### config.mk
export PLATFORM = sky130hd
export DESIGN_NAME = shuffled_dual_lcg_random_top
export DESIGN_NICKNAME = d
export VERILOG_FILES = /design/src/hdl/sdlr_pkg.sv /design/src/hdl/sdlr_mulmod.sv /design/src/hdl/sdlr_table.sv /design/src/hdl/shuffled_dual_lcg_random_top.sv
export SDC_FILE = /design/constraint.sdc
export NUM_CORES = 2
export LEC_CHECK = 0
export BUFFER_PORTS_ARGS = -buffer_cell sky130_fd_sc_hd__buf_2
export CAP_MARGIN = 20
export CORE_AREA = 2 2 384 576
export CTS_CLUSTER_DIAMETER = 200
export DETAILED_ROUTE_END_ITERATION = 10
export DIE_AREA = 0 0 386 578
export HOLD_SLACK_MARGIN = 0.08
export REMOVE_ABC_BUFFERS = 1
export SLEW_MARGIN = 10
export SYNTH_ARGS = -nofsm -noshare
export SYNTH_HDL_FRONTEND = slang
export SYNTH_SLANG_ARGS = --single-unit
### constraint.sdc
create_clock -name clk -period 21.4 [get_ports clk]
set_input_delay 3.21 -clock clk [delete_from_list [all_inputs] [get_ports clk]]
set_output_delay 3.21 -clock clk [all_outputs]
set_load 0.005 [all_outputs]
### src/hdl/sdlr_pkg.sv
// Shared types and constants of the shuffled dual-LCG random generator.
// Used by the multiply-reduce unit, the shuffle table and the top level.
package sdlr_pkg;

  // Generator word and shared multiplier widths
  localparam int VAL_W  = 31;
  localparam int OPB_W  = 16;
  localparam int PROD_W = VAL_W + OPB_W;

  // Moduli, multipliers and the folding constants (2^31 mod modulus)
  localparam logic [VAL_W-1:0] MOD_A       = 31'd2147483563;
  localparam logic [VAL_W-1:0] MOD_B       = 31'd2147483399;
  localparam logic [VAL_W-1:0] MOD_A_LESS1 = 31'd2147483562;
  localparam logic [OPB_W-1:0] MUL_A       = 16'd40014;
  localparam logic [OPB_W-1:0] MUL_B       = 16'd40692;
  localparam logic [7:0]       FOLD_A      = 8'd85;
  localparam logic [7:0]       FOLD_B      = 8'd249;

  // Reset values of the generators
  localparam logic [VAL_W-1:0] FIRST_RESET  = 31'd1;
  localparam logic [VAL_W-1:0] SECOND_RESET = 31'd123456789;

  // Modulus select codes
  localparam logic SEL_GEN_A = 1'b0;
  localparam logic SEL_GEN_B = 1'b1;

  // Command to the shared multiply-reduce unit
  typedef struct packed {
    logic [VAL_W-1:0] op_a;
    logic [OPB_W-1:0] op_b;
    logic             sel;
  } mm_cmd_t;

endpackage

### src/hdl/sdlr_mulmod.sv
// Shared multiply-reduce unit: registered 31x16 product, then a fold
// into the selected modulus. Depends on sdlr_pkg.
module sdlr_mulmod
  import sdlr_pkg::*;
(
  input  logic              clk,
  input  mm_cmd_t           cmd,
  output logic [PROD_W-1:0] prod,
  output logic [VAL_W-1:0]  residue
);

  logic [PROD_W-1:0] prod_r;
  logic              sel_r;
  logic [OPB_W-1:0]  hi;
  logic [VAL_W-1:0]  lo;
  logic [31:0]       sum;
  logic [31:0]       modv;

  // Multiply stage
  always_ff @(posedge clk) begin
    prod_r <= PROD_W'(cmd.op_a) * PROD_W'(cmd.op_b);
    sel_r  <= cmd.sel;
  end

  // Fold the high part with 2^31 mod m, then one conditional subtract
  always_comb begin
    hi = prod_r[PROD_W-1:VAL_W];
    lo = prod_r[VAL_W-1:0];
    if (sel_r == SEL_GEN_B) begin
      sum  = 32'(lo) + 32'(hi) * 32'(FOLD_B);
      modv = 32'(MOD_B);
    end else begin
      sum  = 32'(lo) + 32'(hi) * 32'(FOLD_A);
      modv = 32'(MOD_A);
    end
    if (sum >= modv) begin
      residue = VAL_W'(sum - modv);
    end else begin
      residue = sum[VAL_W-1:0];
    end
  end

  assign prod = prod_r;

endmodule

### src/hdl/sdlr_table.sv
// Shuffle table: one-write, one-read memory with registered read data
// and per-entry valid bits so unwritten entries read as zero. Uses sdlr_pkg.
module sdlr_table
  import sdlr_pkg::*;
#(
  parameter int DEPTH = 32,
  parameter int AW    = 5
) (
  input  logic             clk,
  input  logic             rst_n,
  input  logic             rd_en,
  input  logic [AW-1:0]    rd_addr,
  output logic [VAL_W-1:0] rd_data,
  input  logic             wr_en,
  input  logic [AW-1:0]    wr_addr,
  input  logic [VAL_W-1:0] wr_data
);

  logic [VAL_W-1:0] mem [DEPTH];
  logic [DEPTH-1:0] valid_r;
  logic [VAL_W-1:0] rd_data_r;
  logic             rd_hit_r;

  // Write port
  always_ff @(posedge clk) begin
    if (wr_en) begin
      mem[wr_addr] <= wr_data;
    end
  end

  // Valid bits, cleared on reset
  always_ff @(posedge clk) begin
    if (!rst_n) begin
      valid_r <= '0;
    end else if (wr_en) begin
      valid_r[wr_addr] <= 1'b1;
    end
  end

  // Registered read port
  always_ff @(posedge clk) begin
    if (rd_en) begin
      rd_data_r <= mem[rd_addr];
      rd_hit_r  <= valid_r[rd_addr];
    end
  end

  assign rd_data = rd_hit_r ? rd_data_r : '0;

endmodule

### src/hdl/shuffled_dual_lcg_random_top.sv
// Shuffled dual-LCG random generator, top level with the sequencer.
// A draw runs MUL_X, FOLD_X, FOLD_Y, QUOT, SLOT and MIX, and its result is
// registered into out_draw; a reseed first runs a warm-up that fills the table.
// One transaction at a time: in_stall is high outside IDLE, and MIX waits for a
// free output register. All multiplies share one unit (multiply stage, fold).
// Reset: generators return to 1 and 123456789, last output and table to zero.
module shuffled_dual_lcg_random_top
  import sdlr_pkg::*;
#(
  parameter int TABLE_DEPTH = 32
) (
  input  logic             clk,
  input  logic             rst_n,
  input  logic             in_valid,
  output logic             in_stall,
  input  logic             in_action,
  input  logic [30:0]      in_seed,
  output logic             out_valid,
  input  logic             out_stall,
  output logic [30:0]      out_draw
);

  // Derived sizes and the slot divider with its reciprocal
  localparam int AW = (TABLE_DEPTH > 1) ? $clog2(TABLE_DEPTH) : 1;
  localparam int CW = $clog2(TABLE_DEPTH + 8);
  localparam int QW = $clog2(TABLE_DEPTH + 2);
  localparam logic [63:0] SLOT_DIV_W =
    64'd1 + (64'(MOD_A) - 64'd2) / 64'(TABLE_DEPTH);
  localparam logic [63:0] RECIP_W = (64'd1 << VAL_W) / SLOT_DIV_W;
  localparam logic [VAL_W-1:0] SLOT_DIV = SLOT_DIV_W[VAL_W-1:0];
  localparam logic [OPB_W-1:0] RECIP    = RECIP_W[OPB_W-1:0];

  // Sequencer states
  localparam logic [3:0] ST_IDLE      = 4'd0;
  localparam logic [3:0] ST_WARM_MUL  = 4'd1;
  localparam logic [3:0] ST_WARM_FOLD = 4'd2;
  localparam logic [3:0] ST_MUL_X     = 4'd3;
  localparam logic [3:0] ST_FOLD_X    = 4'd4;
  localparam logic [3:0] ST_FOLD_Y    = 4'd5;
  localparam logic [3:0] ST_QUOT      = 4'd6;
  localparam logic [3:0] ST_SLOT      = 4'd7;
  localparam logic [3:0] ST_MIX       = 4'd8;

  logic [3:0]        state_r, state_nxt;
  logic [VAL_W-1:0]  x_r, x_nxt;
  logic [VAL_W-1:0]  y_r, y_nxt;
  logic [VAL_W-1:0]  last_r, last_nxt;
  logic [CW-1:0]     cnt_r, cnt_nxt;
  logic [QW-1:0]     q0_r, q0_nxt;
  logic [AW-1:0]     slot_r, slot_nxt;
  logic              out_valid_r, out_valid_nxt;
  logic [VAL_W-1:0]  out_draw_r, out_draw_nxt;

  mm_cmd_t           cmd;
  logic [PROD_W-1:0] prod;
  logic [VAL_W-1:0]  residue;

  logic              tbl_rd_en;
  logic [VAL_W-1:0]  tbl_rd_data;
  logic              tbl_wr_en;
  logic [AW-1:0]     tbl_wr_addr;
  logic [VAL_W-1:0]  tbl_wr_data;

  logic              in_fire;
  logic              out_fire;
  logic              can_emit;
  logic [31:0]       rem;
  logic [QW-1:0]     q_fix;
  logic [31:0]       mix;
  logic [VAL_W-1:0]  seed_eff;

  sdlr_mulmod u_mulmod (
    .clk     (clk),
    .cmd     (cmd),
    .prod    (prod),
    .residue (residue)
  );

  sdlr_table #(
    .DEPTH (TABLE_DEPTH),
    .AW    (AW)
  ) u_table (
    .clk     (clk),
    .rst_n   (rst_n),
    .rd_en   (tbl_rd_en),
    .rd_addr (slot_nxt),
    .rd_data (tbl_rd_data),
    .wr_en   (tbl_wr_en),
    .wr_addr (tbl_wr_addr),
    .wr_data (tbl_wr_data)
  );

  assign in_fire  = in_valid && !in_stall;
  assign out_fire = out_valid_r && !out_stall;
  assign can_emit = !out_valid_r || !out_stall;
  assign in_stall = (state_r != ST_IDLE);
  assign seed_eff = (in_seed == '0) ? VAL_W'(1) : in_seed;

  // Slot correction: remainder against the divider; the clamp follows in ST_SLOT
  always_comb begin
    rem   = {1'b0, last_r} - prod[31:0];
    q_fix = (rem >= 32'(SLOT_DIV)) ? q0_r + QW'(1) : q0_r;
  end

  // Shuffled output: slot value minus second generator, wrapped into range
  always_comb begin
    if (tbl_rd_data > y_r) begin
      mix = 32'(tbl_rd_data) - 32'(y_r);
    end else begin
      mix = 32'(tbl_rd_data) + (32'(MOD_A_LESS1) - 32'(y_r));
    end
  end

  // Sequencer
  always_comb begin
    state_nxt     = state_r;
    x_nxt         = x_r;
    y_nxt         = y_r;
    last_nxt      = last_r;
    cnt_nxt       = cnt_r;
    q0_nxt        = q0_r;
    slot_nxt      = slot_r;
    out_valid_nxt = out_fire ? 1'b0 : out_valid_r;
    out_draw_nxt  = out_draw_r;
    cmd.op_a      = x_r;
    cmd.op_b      = MUL_A;
    cmd.sel       = SEL_GEN_A;
    tbl_rd_en     = 1'b0;
    tbl_wr_en     = 1'b0;
    tbl_wr_addr   = slot_r;
    tbl_wr_data   = x_r;

    unique case (state_r)
      ST_IDLE: begin
        if (in_fire) begin
          if (in_action) begin
            x_nxt     = seed_eff;
            y_nxt     = seed_eff;
            cnt_nxt   = CW'(TABLE_DEPTH + 7);
            state_nxt = ST_WARM_MUL;
          end else begin
            state_nxt = ST_MUL_X;
          end
        end
      end
      ST_WARM_MUL: begin
        // issue first generator step (default command)
        state_nxt = ST_WARM_FOLD;
      end
      ST_WARM_FOLD: begin
        // advance, fill the table from the top slot down
        x_nxt = residue;
        if (cnt_r < CW'(TABLE_DEPTH)) begin
          tbl_wr_en   = 1'b1;
          tbl_wr_addr = cnt_r[AW-1:0];
          tbl_wr_data = residue;
        end
        if (cnt_r == '0) begin
          last_nxt  = residue;
          state_nxt = ST_MUL_X;
        end else begin
          cnt_nxt   = cnt_r - CW'(1);
          state_nxt = ST_WARM_MUL;
        end
      end
      ST_MUL_X: begin
        state_nxt = ST_FOLD_X;
      end
      ST_FOLD_X: begin
        x_nxt     = residue;
        cmd.op_a  = y_r;
        cmd.op_b  = MUL_B;
        cmd.sel   = SEL_GEN_B;
        state_nxt = ST_FOLD_Y;
      end
      ST_FOLD_Y: begin
        // estimate slot = last / divider through the reciprocal
        y_nxt     = residue;
        cmd.op_a  = last_r;
        cmd.op_b  = RECIP;
        state_nxt = ST_QUOT;
      end
      ST_QUOT: begin
        q0_nxt    = prod[VAL_W+QW-1:VAL_W];
        cmd.op_a  = SLOT_DIV;
        cmd.op_b  = OPB_W'(prod[VAL_W+QW-1:VAL_W]);
        state_nxt = ST_SLOT;
      end
      ST_SLOT: begin
        if (q_fix >= QW'(TABLE_DEPTH)) begin
          slot_nxt = AW'(TABLE_DEPTH - 1);
        end else begin
          slot_nxt = q_fix[AW-1:0];
        end
        tbl_rd_en = 1'b1;
        state_nxt = ST_MIX;
      end
      ST_MIX: begin
        // hold until the output register frees up
        if (can_emit) begin
          last_nxt      = mix[VAL_W-1:0];
          out_draw_nxt  = mix[VAL_W-1:0];
          out_valid_nxt = 1'b1;
          tbl_wr_en     = 1'b1;
          tbl_wr_addr   = slot_r;
          tbl_wr_data   = x_r;
          state_nxt     = ST_IDLE;
        end
      end
      default: begin
        state_nxt = ST_IDLE;
      end
    endcase
  end

  // Control and generator state
  always_ff @(posedge clk) begin
    if (!rst_n) begin
      state_r     <= ST_IDLE;
      x_r         <= FIRST_RESET;
      y_r         <= SECOND_RESET;
      last_r      <= '0;
      cnt_r       <= '0;
      out_valid_r <= 1'b0;
    end else begin
      state_r     <= state_nxt;
      x_r         <= x_nxt;
      y_r         <= y_nxt;
      last_r      <= last_nxt;
      cnt_r       <= cnt_nxt;
      out_valid_r <= out_valid_nxt;
    end
  end

  // Payload registers
  always_ff @(posedge clk) begin
    q0_r       <= q0_nxt;
    slot_r     <= slot_nxt;
    out_draw_r <= out_draw_nxt;
  end

  assign out_valid = out_valid_r;
  assign out_draw  = out_draw_r;

endmodule
# Word-level counts from Yosys, hierarchy flattened
# Memory sizes are Yosys's and may differ from the RTL's. A register that Yosys moved wholly into a read port is not among the register bits.
# Cells that the tools add are included.
# totals
regBits,227
latchBits,0
ramBits,992
rom_bits,0
in_bits,36
output_inout_bits,33
elab_cells,114
memories,1
# memory_table
memory,depth,word_bits,read_ports,rd_ports_with_merged_regs,wr,line,source
u_table.mem,32,31,1,1,1,sdlr_table.sv:19,logic [VAL_W-1:0] mem [DEPTH];
# classes
add_sub_neg,9
n_mul,3
div_mod_pow,0
magnitude_cmp,8
n_eq_ne,13
n_shift,0
mux,44
bitwise_logic,1
n_reduce_logical,22
# op_table
op,count
31-bit two-way mux,10
31-bit case mux with 2 select lines,3
47-bit case mux with 3 select lines,1
31-bit subtractor,2
31-bit by 16-bit multiplier with 47-bit output,1
4-bit case mux with 9 select lines,1
31-bit by 23-bit adder with 32-bit output,1
31-bit by 24-bit adder with 32-bit output,1
32-bit by 26-bit greater-or-equal comparator with 1-bit output (second input constant),1
32-bit by 31-bit greater-or-equal comparator with 1-bit output,1
32-bit two-way mux,1
32-bit OR,1
31-bit by 32-bit subtractor with 32-bit output,1
31-bit adder,1
31-bit > comparator,1
31-bit logical NOT,1
31-bit subtractor (first input constant),1
16-bit by 8-bit multiplier with 24-bit output (second input constant),1
6-bit two-way mux,4
16-bit by 7-bit multiplier with 23-bit output (second input constant),1
5-bit two-way mux,4
4-bit by 3-bit == test with 1-bit output (second input constant),4
5-bit by 6-bit < comparator with 1-bit output (second input constant),2
6-bit case mux with 2 select lines,1
other kinds (27),54

# Logic depth before layout (Yosys ltp)
# logic_depth
ltp_word,8
mapped_depth,35
ltp_nobuf,33

# Hierarchy
# Synthesis repeated with hierarchy kept, for this count alone.
# unflattened
cells_unflattened,6960
area_unflattened_um2,78960.7
# by_module_without_submodules
module,n_inst,cells_per_inst,area_per_inst_um2,seq_area_each_um2
sdlr_table,1,2329,40940.5,31390.1
sdlr_mulmod,1,2926,24830.1,960.9
shuffled_dual_lcg_random_top,1,1705,13190.2,3293.2

# Worst setup path before layout
# No wires, ideal clock.
# synth_path
path_type,register to register
start,"reg u_mulmod.prod_r[33], in the netlist u_mulmod.prod[33]"
end,"mem u_table.mem[0][18], data pin"
setup_ns,0.454
arrival_ns,7.468
slack_ns,13.478
stages_incl_launch_ff,23
n_path_buf,0
synth_period_minus_slack_ns,7.922
cell_sequence,dfxtp_1 inv_1 fa_1 fa_1 fa_1 inv_1 fa_1 ha_1 and3_1 nor2b_1 nor3_1 a21boi_0 a211o_1 a211oi_1 xor2_1 o41a_1 a2111oi_4 nand4b_2 nor4_4 a21oi_2 nor4_1 xor2_1 o21ai_0
# synth_between
elab_chain_len,7
elab_cells_between_ends,10
classes_between,3 x add/sub; 2 x mul; 1 x order compare; 4 x mux
# synth_lines
element,line,source
from (decl),sdlr_mulmod.sv:12,logic [PROD_W-1:0] prod_r;
from (signal assigned),sdlr_mulmod.sv:21,prod_r <= PROD_W'(cmd.op_a) * PROD_W'(cmd.op_b);
16-bit by 7-bit multiplier with 23-bit output or 16-bit by 8-bit multiplier with 24-bit output (tied branches),"sdlr_mulmod.sv:33, sdlr_mulmod.sv:30",
31-bit by 23-bit adder with 32-bit output or 31-bit by 24-bit adder with 32-bit output (tied branches),"sdlr_mulmod.sv:33, sdlr_mulmod.sv:30",
32-bit two-way mux (*),sdlr_mulmod.sv:29,if (sel_r == SEL_GEN_B) begin
31-bit subtractor or 32-bit by 31-bit greater-or-equal comparator with 1-bit output (tied branches),"sdlr_mulmod.sv:37, sdlr_mulmod.sv:36",
31-bit two-way mux (*),sdlr_mulmod.sv:36,if (sum >= modv) begin
31-bit two-way mux (*),shuffled_dual_lcg_random_top.sv:153,if (cnt_r < CW'(TABLE_DEPTH)) begin
31-bit two-way mux (*),--,
net tbl_wr_data[18],shuffled_dual_lcg_random_top.sv:62,logic [VAL_W-1:0] tbl_wr_data;
to (decl),sdlr_table.sv:19,
# Mark *: on every way through the listed nets, which the timed path passes. The rest lies on a longest branch.

# Worst setup path after layout
# layout_path
start,reg state_r[2]
end,"reg u_mulmod.prod_r[38], in the netlist u_mulmod.prod[38]"
# layout_between
elab_chain_len,3
elab_cells_between_ends,5
classes_between,1 x mul; 3 x eq/ne; 1 x mux
# layout_lines
element,line,source
from (decl),shuffled_dual_lcg_random_top.sv:44,"logic [3:0] state_r, state_nxt;"
from (signal assigned),shuffled_dual_lcg_random_top.sv:226,state_r <= state_nxt;
4-bit by 3-bit == test with 1-bit output,shuffled_dual_lcg_random_top.sv:133,unique case (state_r)
47-bit case mux with 3 select lines (*),shuffled_dual_lcg_random_top.sv:133,
31-bit by 16-bit multiplier with 47-bit output (*),sdlr_mulmod.sv:21,
# Mark *: on every way between the ends. The rest lies on a longest branch, timed or not.
# A chain may end at the register's enable or synchronous reset.

==> results.yml <==
sta:
  post-route-period-util_pct: 46.3
  tns_ps: 0
  relative_slew_slack_pct: 20.1
  final_period_minus_worst_setup_slack_ps: 9900
  whs_ps: 472
  max_frequency_mhz: 101
  max_slew.worst_pin.slew_ps: 1190
  maxSlewViolCount: 0
  hold_violations: 0
  setup_ws_ps: 11500
  setup_viol: 0
  rsz_0062_raised_after_global_routing: "no"
  finClkSkew_ps: 65.6
setup_path:
  worstSetupEndpointType: "flip-flop"
  worst_path_largest_cell_delay_ps: 720
  critical_path.startpoint_type: "flip-flop"
  crit_path_frequent_cell: "sky130_fd_sc_hd__inv_1"
  crit_path_top_delay_cell: "sky130_fd_sc_hd__nand2_1"
  worstSetupPathType: "flip-flop to flip-flop"
  crit_required_ps: 21980
  crit_arrival_ps: 10480
  timing.critical_path.fanout_max: 17
finish:
  sequential_area_um2: 35600
  synthToLayoutAreaGrowth_pct: 10.6
  layout.core_utilization_pct: 38.5
  finish.net_count: 7378
  combined_area_of_the_multi_input_logic_cells_um2: 36500
  leading_cell_types_in_the_layout_fill_and_taps_excluded: "1,061 x sky130_fd_sc_hd__edfxtp_1, 785 x sky130_fd_sc_hd__inv_1, 529 x sky130_fd_sc_hd__nand2_1"
  fillerInstances: 20713
  post_route_cells_drive_above_1_share_pct: 10.6
  mostFrequentLayoutCell: "sky130_fd_sc_hd__edfxtp_1"
placement:
  place_worst_setup_slack_ps: 11450
  gp_routability_congestion: 0.989
  dp_hpwl_um: 185000
  place.port_buffers: 68
route:
  drc: 0
  via_per_inst: 5.40
  antenna_violating_nets_post_route: 0
  drt-initial-drc-count: 4298
  wirelength_um: 251000
  route.detailed.wl_per_inst_um: 26.5
  first_pass_iters: 6
  via_count: 51115
die:
  initial_utilization_pct: 34.8
  die_height_um: 578
  floorplan.die_area_um2: 223000
  floorplan.die.width_um: 386
  design.core.area_um2: 218000
  floorplan.rows: 210
  top_level_ports: 69
global_route:
  global_routing_usage_summed_across_all_routing_layers_pct: 22.3
  grt_first_pass_wirelength_um: 362000
  gr-total-overflow: 0
  grt_max_degree: 143
  first_global_vias: 52267
  number_of_antenna_violations_at_the_first_check_in_global_routing: 17
clock_network:
  cts_tree: "done"
  max-clock-path-buffers: 3
  cts_resized: 0
  numClockSinks: 1250
  cts-htree-levels: 3
  cts.reportedPaths.clkPinSlew_ps: 80
  root_buffer_master: "sky130_fd_sc_hd__clkbuf_16"
  cts_post_setup_buffers_inserted: 0
  cts.hold.buffers_added: 0
  latest_clock_arrival_within_the_worst_skew_pair_ps: 780
  cts-buffers-inserted: 112
logic_synthesis:
  netlist-cell-type-count: 97
  post_synth.cell_area_avg_um2: 11.8
  synth.cell_area_um2: 75900
  synth.yosys.seq_area_share_pct: 47.0
  yosys_warnings: 0
  ys_dominant_reg_cell: "sky130_fd_sc_hd__edfxtp_1"
  synth_seq_cells: 1250
  synth_enable_flop_cells: 1061
  synth_cells: 6442
  synth-async-reset-ratio_pct: 0
hold_path:
  holdCritPathClass: "flip-flop to flip-flop"
flow_run:
  maxCapViolCount: 0
status:
  status: "complete, no violations"
[stage by stage]
stage	cell area (um2)	cells
2_1_floorplan	74600	6176
3_3_place_gp	79900	9225
3_5_place_dp	79900	9226
4_1_cts	83700	9439
5_1_grt	83900	9452
6_report	83900	9458
[state kept, by name, indices dropped and copies added (netlist names), 31 cells and up]
| register | cells |
|---|---|
| out_draw | 31 |
| u_table.mem | 992 |
| y_r | 31 |
| u_table.valid_r | 32 |
| u_mulmod.prod | 47 |
| last_r | 31 |
| u_table.rd_data_r | 31 |
| x_r | 31 |
[cell usage after synthesis (33+ instances only)]
library cell	number	area share, %
sky130_fd_sc_hd__edfxtp_1	1061	42
sky130_fd_sc_hd__inv_1	788	3.9
sky130_fd_sc_hd__nand2_1	529	2.6
sky130_fd_sc_hd__nor2_1	489	2.4
sky130_fd_sc_hd__ha_1	448	7.4
sky130_fd_sc_hd__mux2i_1	409	5.4
sky130_fd_sc_hd__fa_1	406	11
sky130_fd_sc_hd__a21oi_1	248	1.6
sky130_fd_sc_hd__dfxtp_1	189	5.0
sky130_fd_sc_hd__o21ai_0	183	1.2
sky130_fd_sc_hd__clkbuf_1	174	0.86
sky130_fd_sc_hd__mux2_2	143	2.1
sky130_fd_sc_hd__xnor2_1	129	1.5
sky130_fd_sc_hd__o211ai_1	111	1.1
sky130_fd_sc_hd__nor3_1	88	0.58
sky130_fd_sc_hd__nand3_1	72	0.47
sky130_fd_sc_hd__a211o_1	71	0.82
sky130_fd_sc_hd__a32o_1	63	0.83
sky130_fd_sc_hd__mux4_2	62	1.8
sky130_fd_sc_hd__a21o_1	46	0.46
sky130_fd_sc_hd__and3_1	44	0.36
sky130_fd_sc_hd__a211oi_1	43	0.43
sky130_fd_sc_hd__o21a_1	38	0.38
sky130_fd_sc_hd__xor2_1	38	0.44
sky130_fd_sc_hd__o21bai_1	37	0.37
sky130_fd_sc_hd__buf_2	35	0.23
sky130_fd_sc_hd__and2_1	33	0.27
[layout make-up]
cell class	count	area share, %
Clock inverter	84	1.09
Sequential cell	1250	42.5
Tap cell	2862	4.27
Inverter	788	3.52
Multi-Input combinational cell	4138	43.4
Clock buffer	129	3.44
Antenna cell	9	0.0268
Timing Repair Buffer	198	1.75
[critical path: cells and delay by family, from the launching register on]
kind | cells | cell delay [ps]
fa+ha+maj | 7 | 2710
compound gates | 8 | 2680
simple gates | 6 | 2560
xor+xnor | 1 | 710
flops | 1 | 540
buf+inv | 5 | 500
[cells by family (layout without fill, tap and decap cells)]
| logic type | count (synthesis) | in the layout | share of synthesized area (%) |
|---|---|---|---|
| fa+ha+maj | 854 | 854 | 18.1 |
| other cells | 2 | 15 | 0.00990 |
| mux | 614 | 614 | 9.36 |
| compound gates | 1045 | 1045 | 9.48 |
| flops | 1250 | 1250 | 47.0 |
| xor+xnor | 167 | 167 | 1.93 |
| buf+inv | 1058 | 1199 | 5.63 |
| simple gates | 1452 | 1452 | 8.52 |
[final timing paths]
path         slack, ps                               end                        startpoint  depth (start not counted)
max              11500         u_mulmod.prod[38]$_DFF_P_           state_r[2]$_SDFFE_PN0P_                         27
min                470  u_table.valid_r[28]$_SDFFE_PN0P_  u_table.valid_r[28]$_SDFFE_PN0P_                          2
min reg2reg        470  u_table.valid_r[28]$_SDFFE_PN0P_  u_table.valid_r[28]$_SDFFE_PN0P_                          2
max reg2reg      11500         u_mulmod.prod[38]$_DFF_P_           state_r[2]$_SDFFE_PN0P_                         27
[per-layer routing]
layer	vias up	global-route usage (%)	part of all wire, %
met4	6	15.4	8.1
met3	629	3.18	5.3
met5	-	0	0.012
met1	25788	24.9	36
li1	22933	-	-
met2	1759	39.2	50
Power is left out: the tool's default activity adds up to more than one toggle a clock period on the data nets, which glitch-free logic cannot reach.
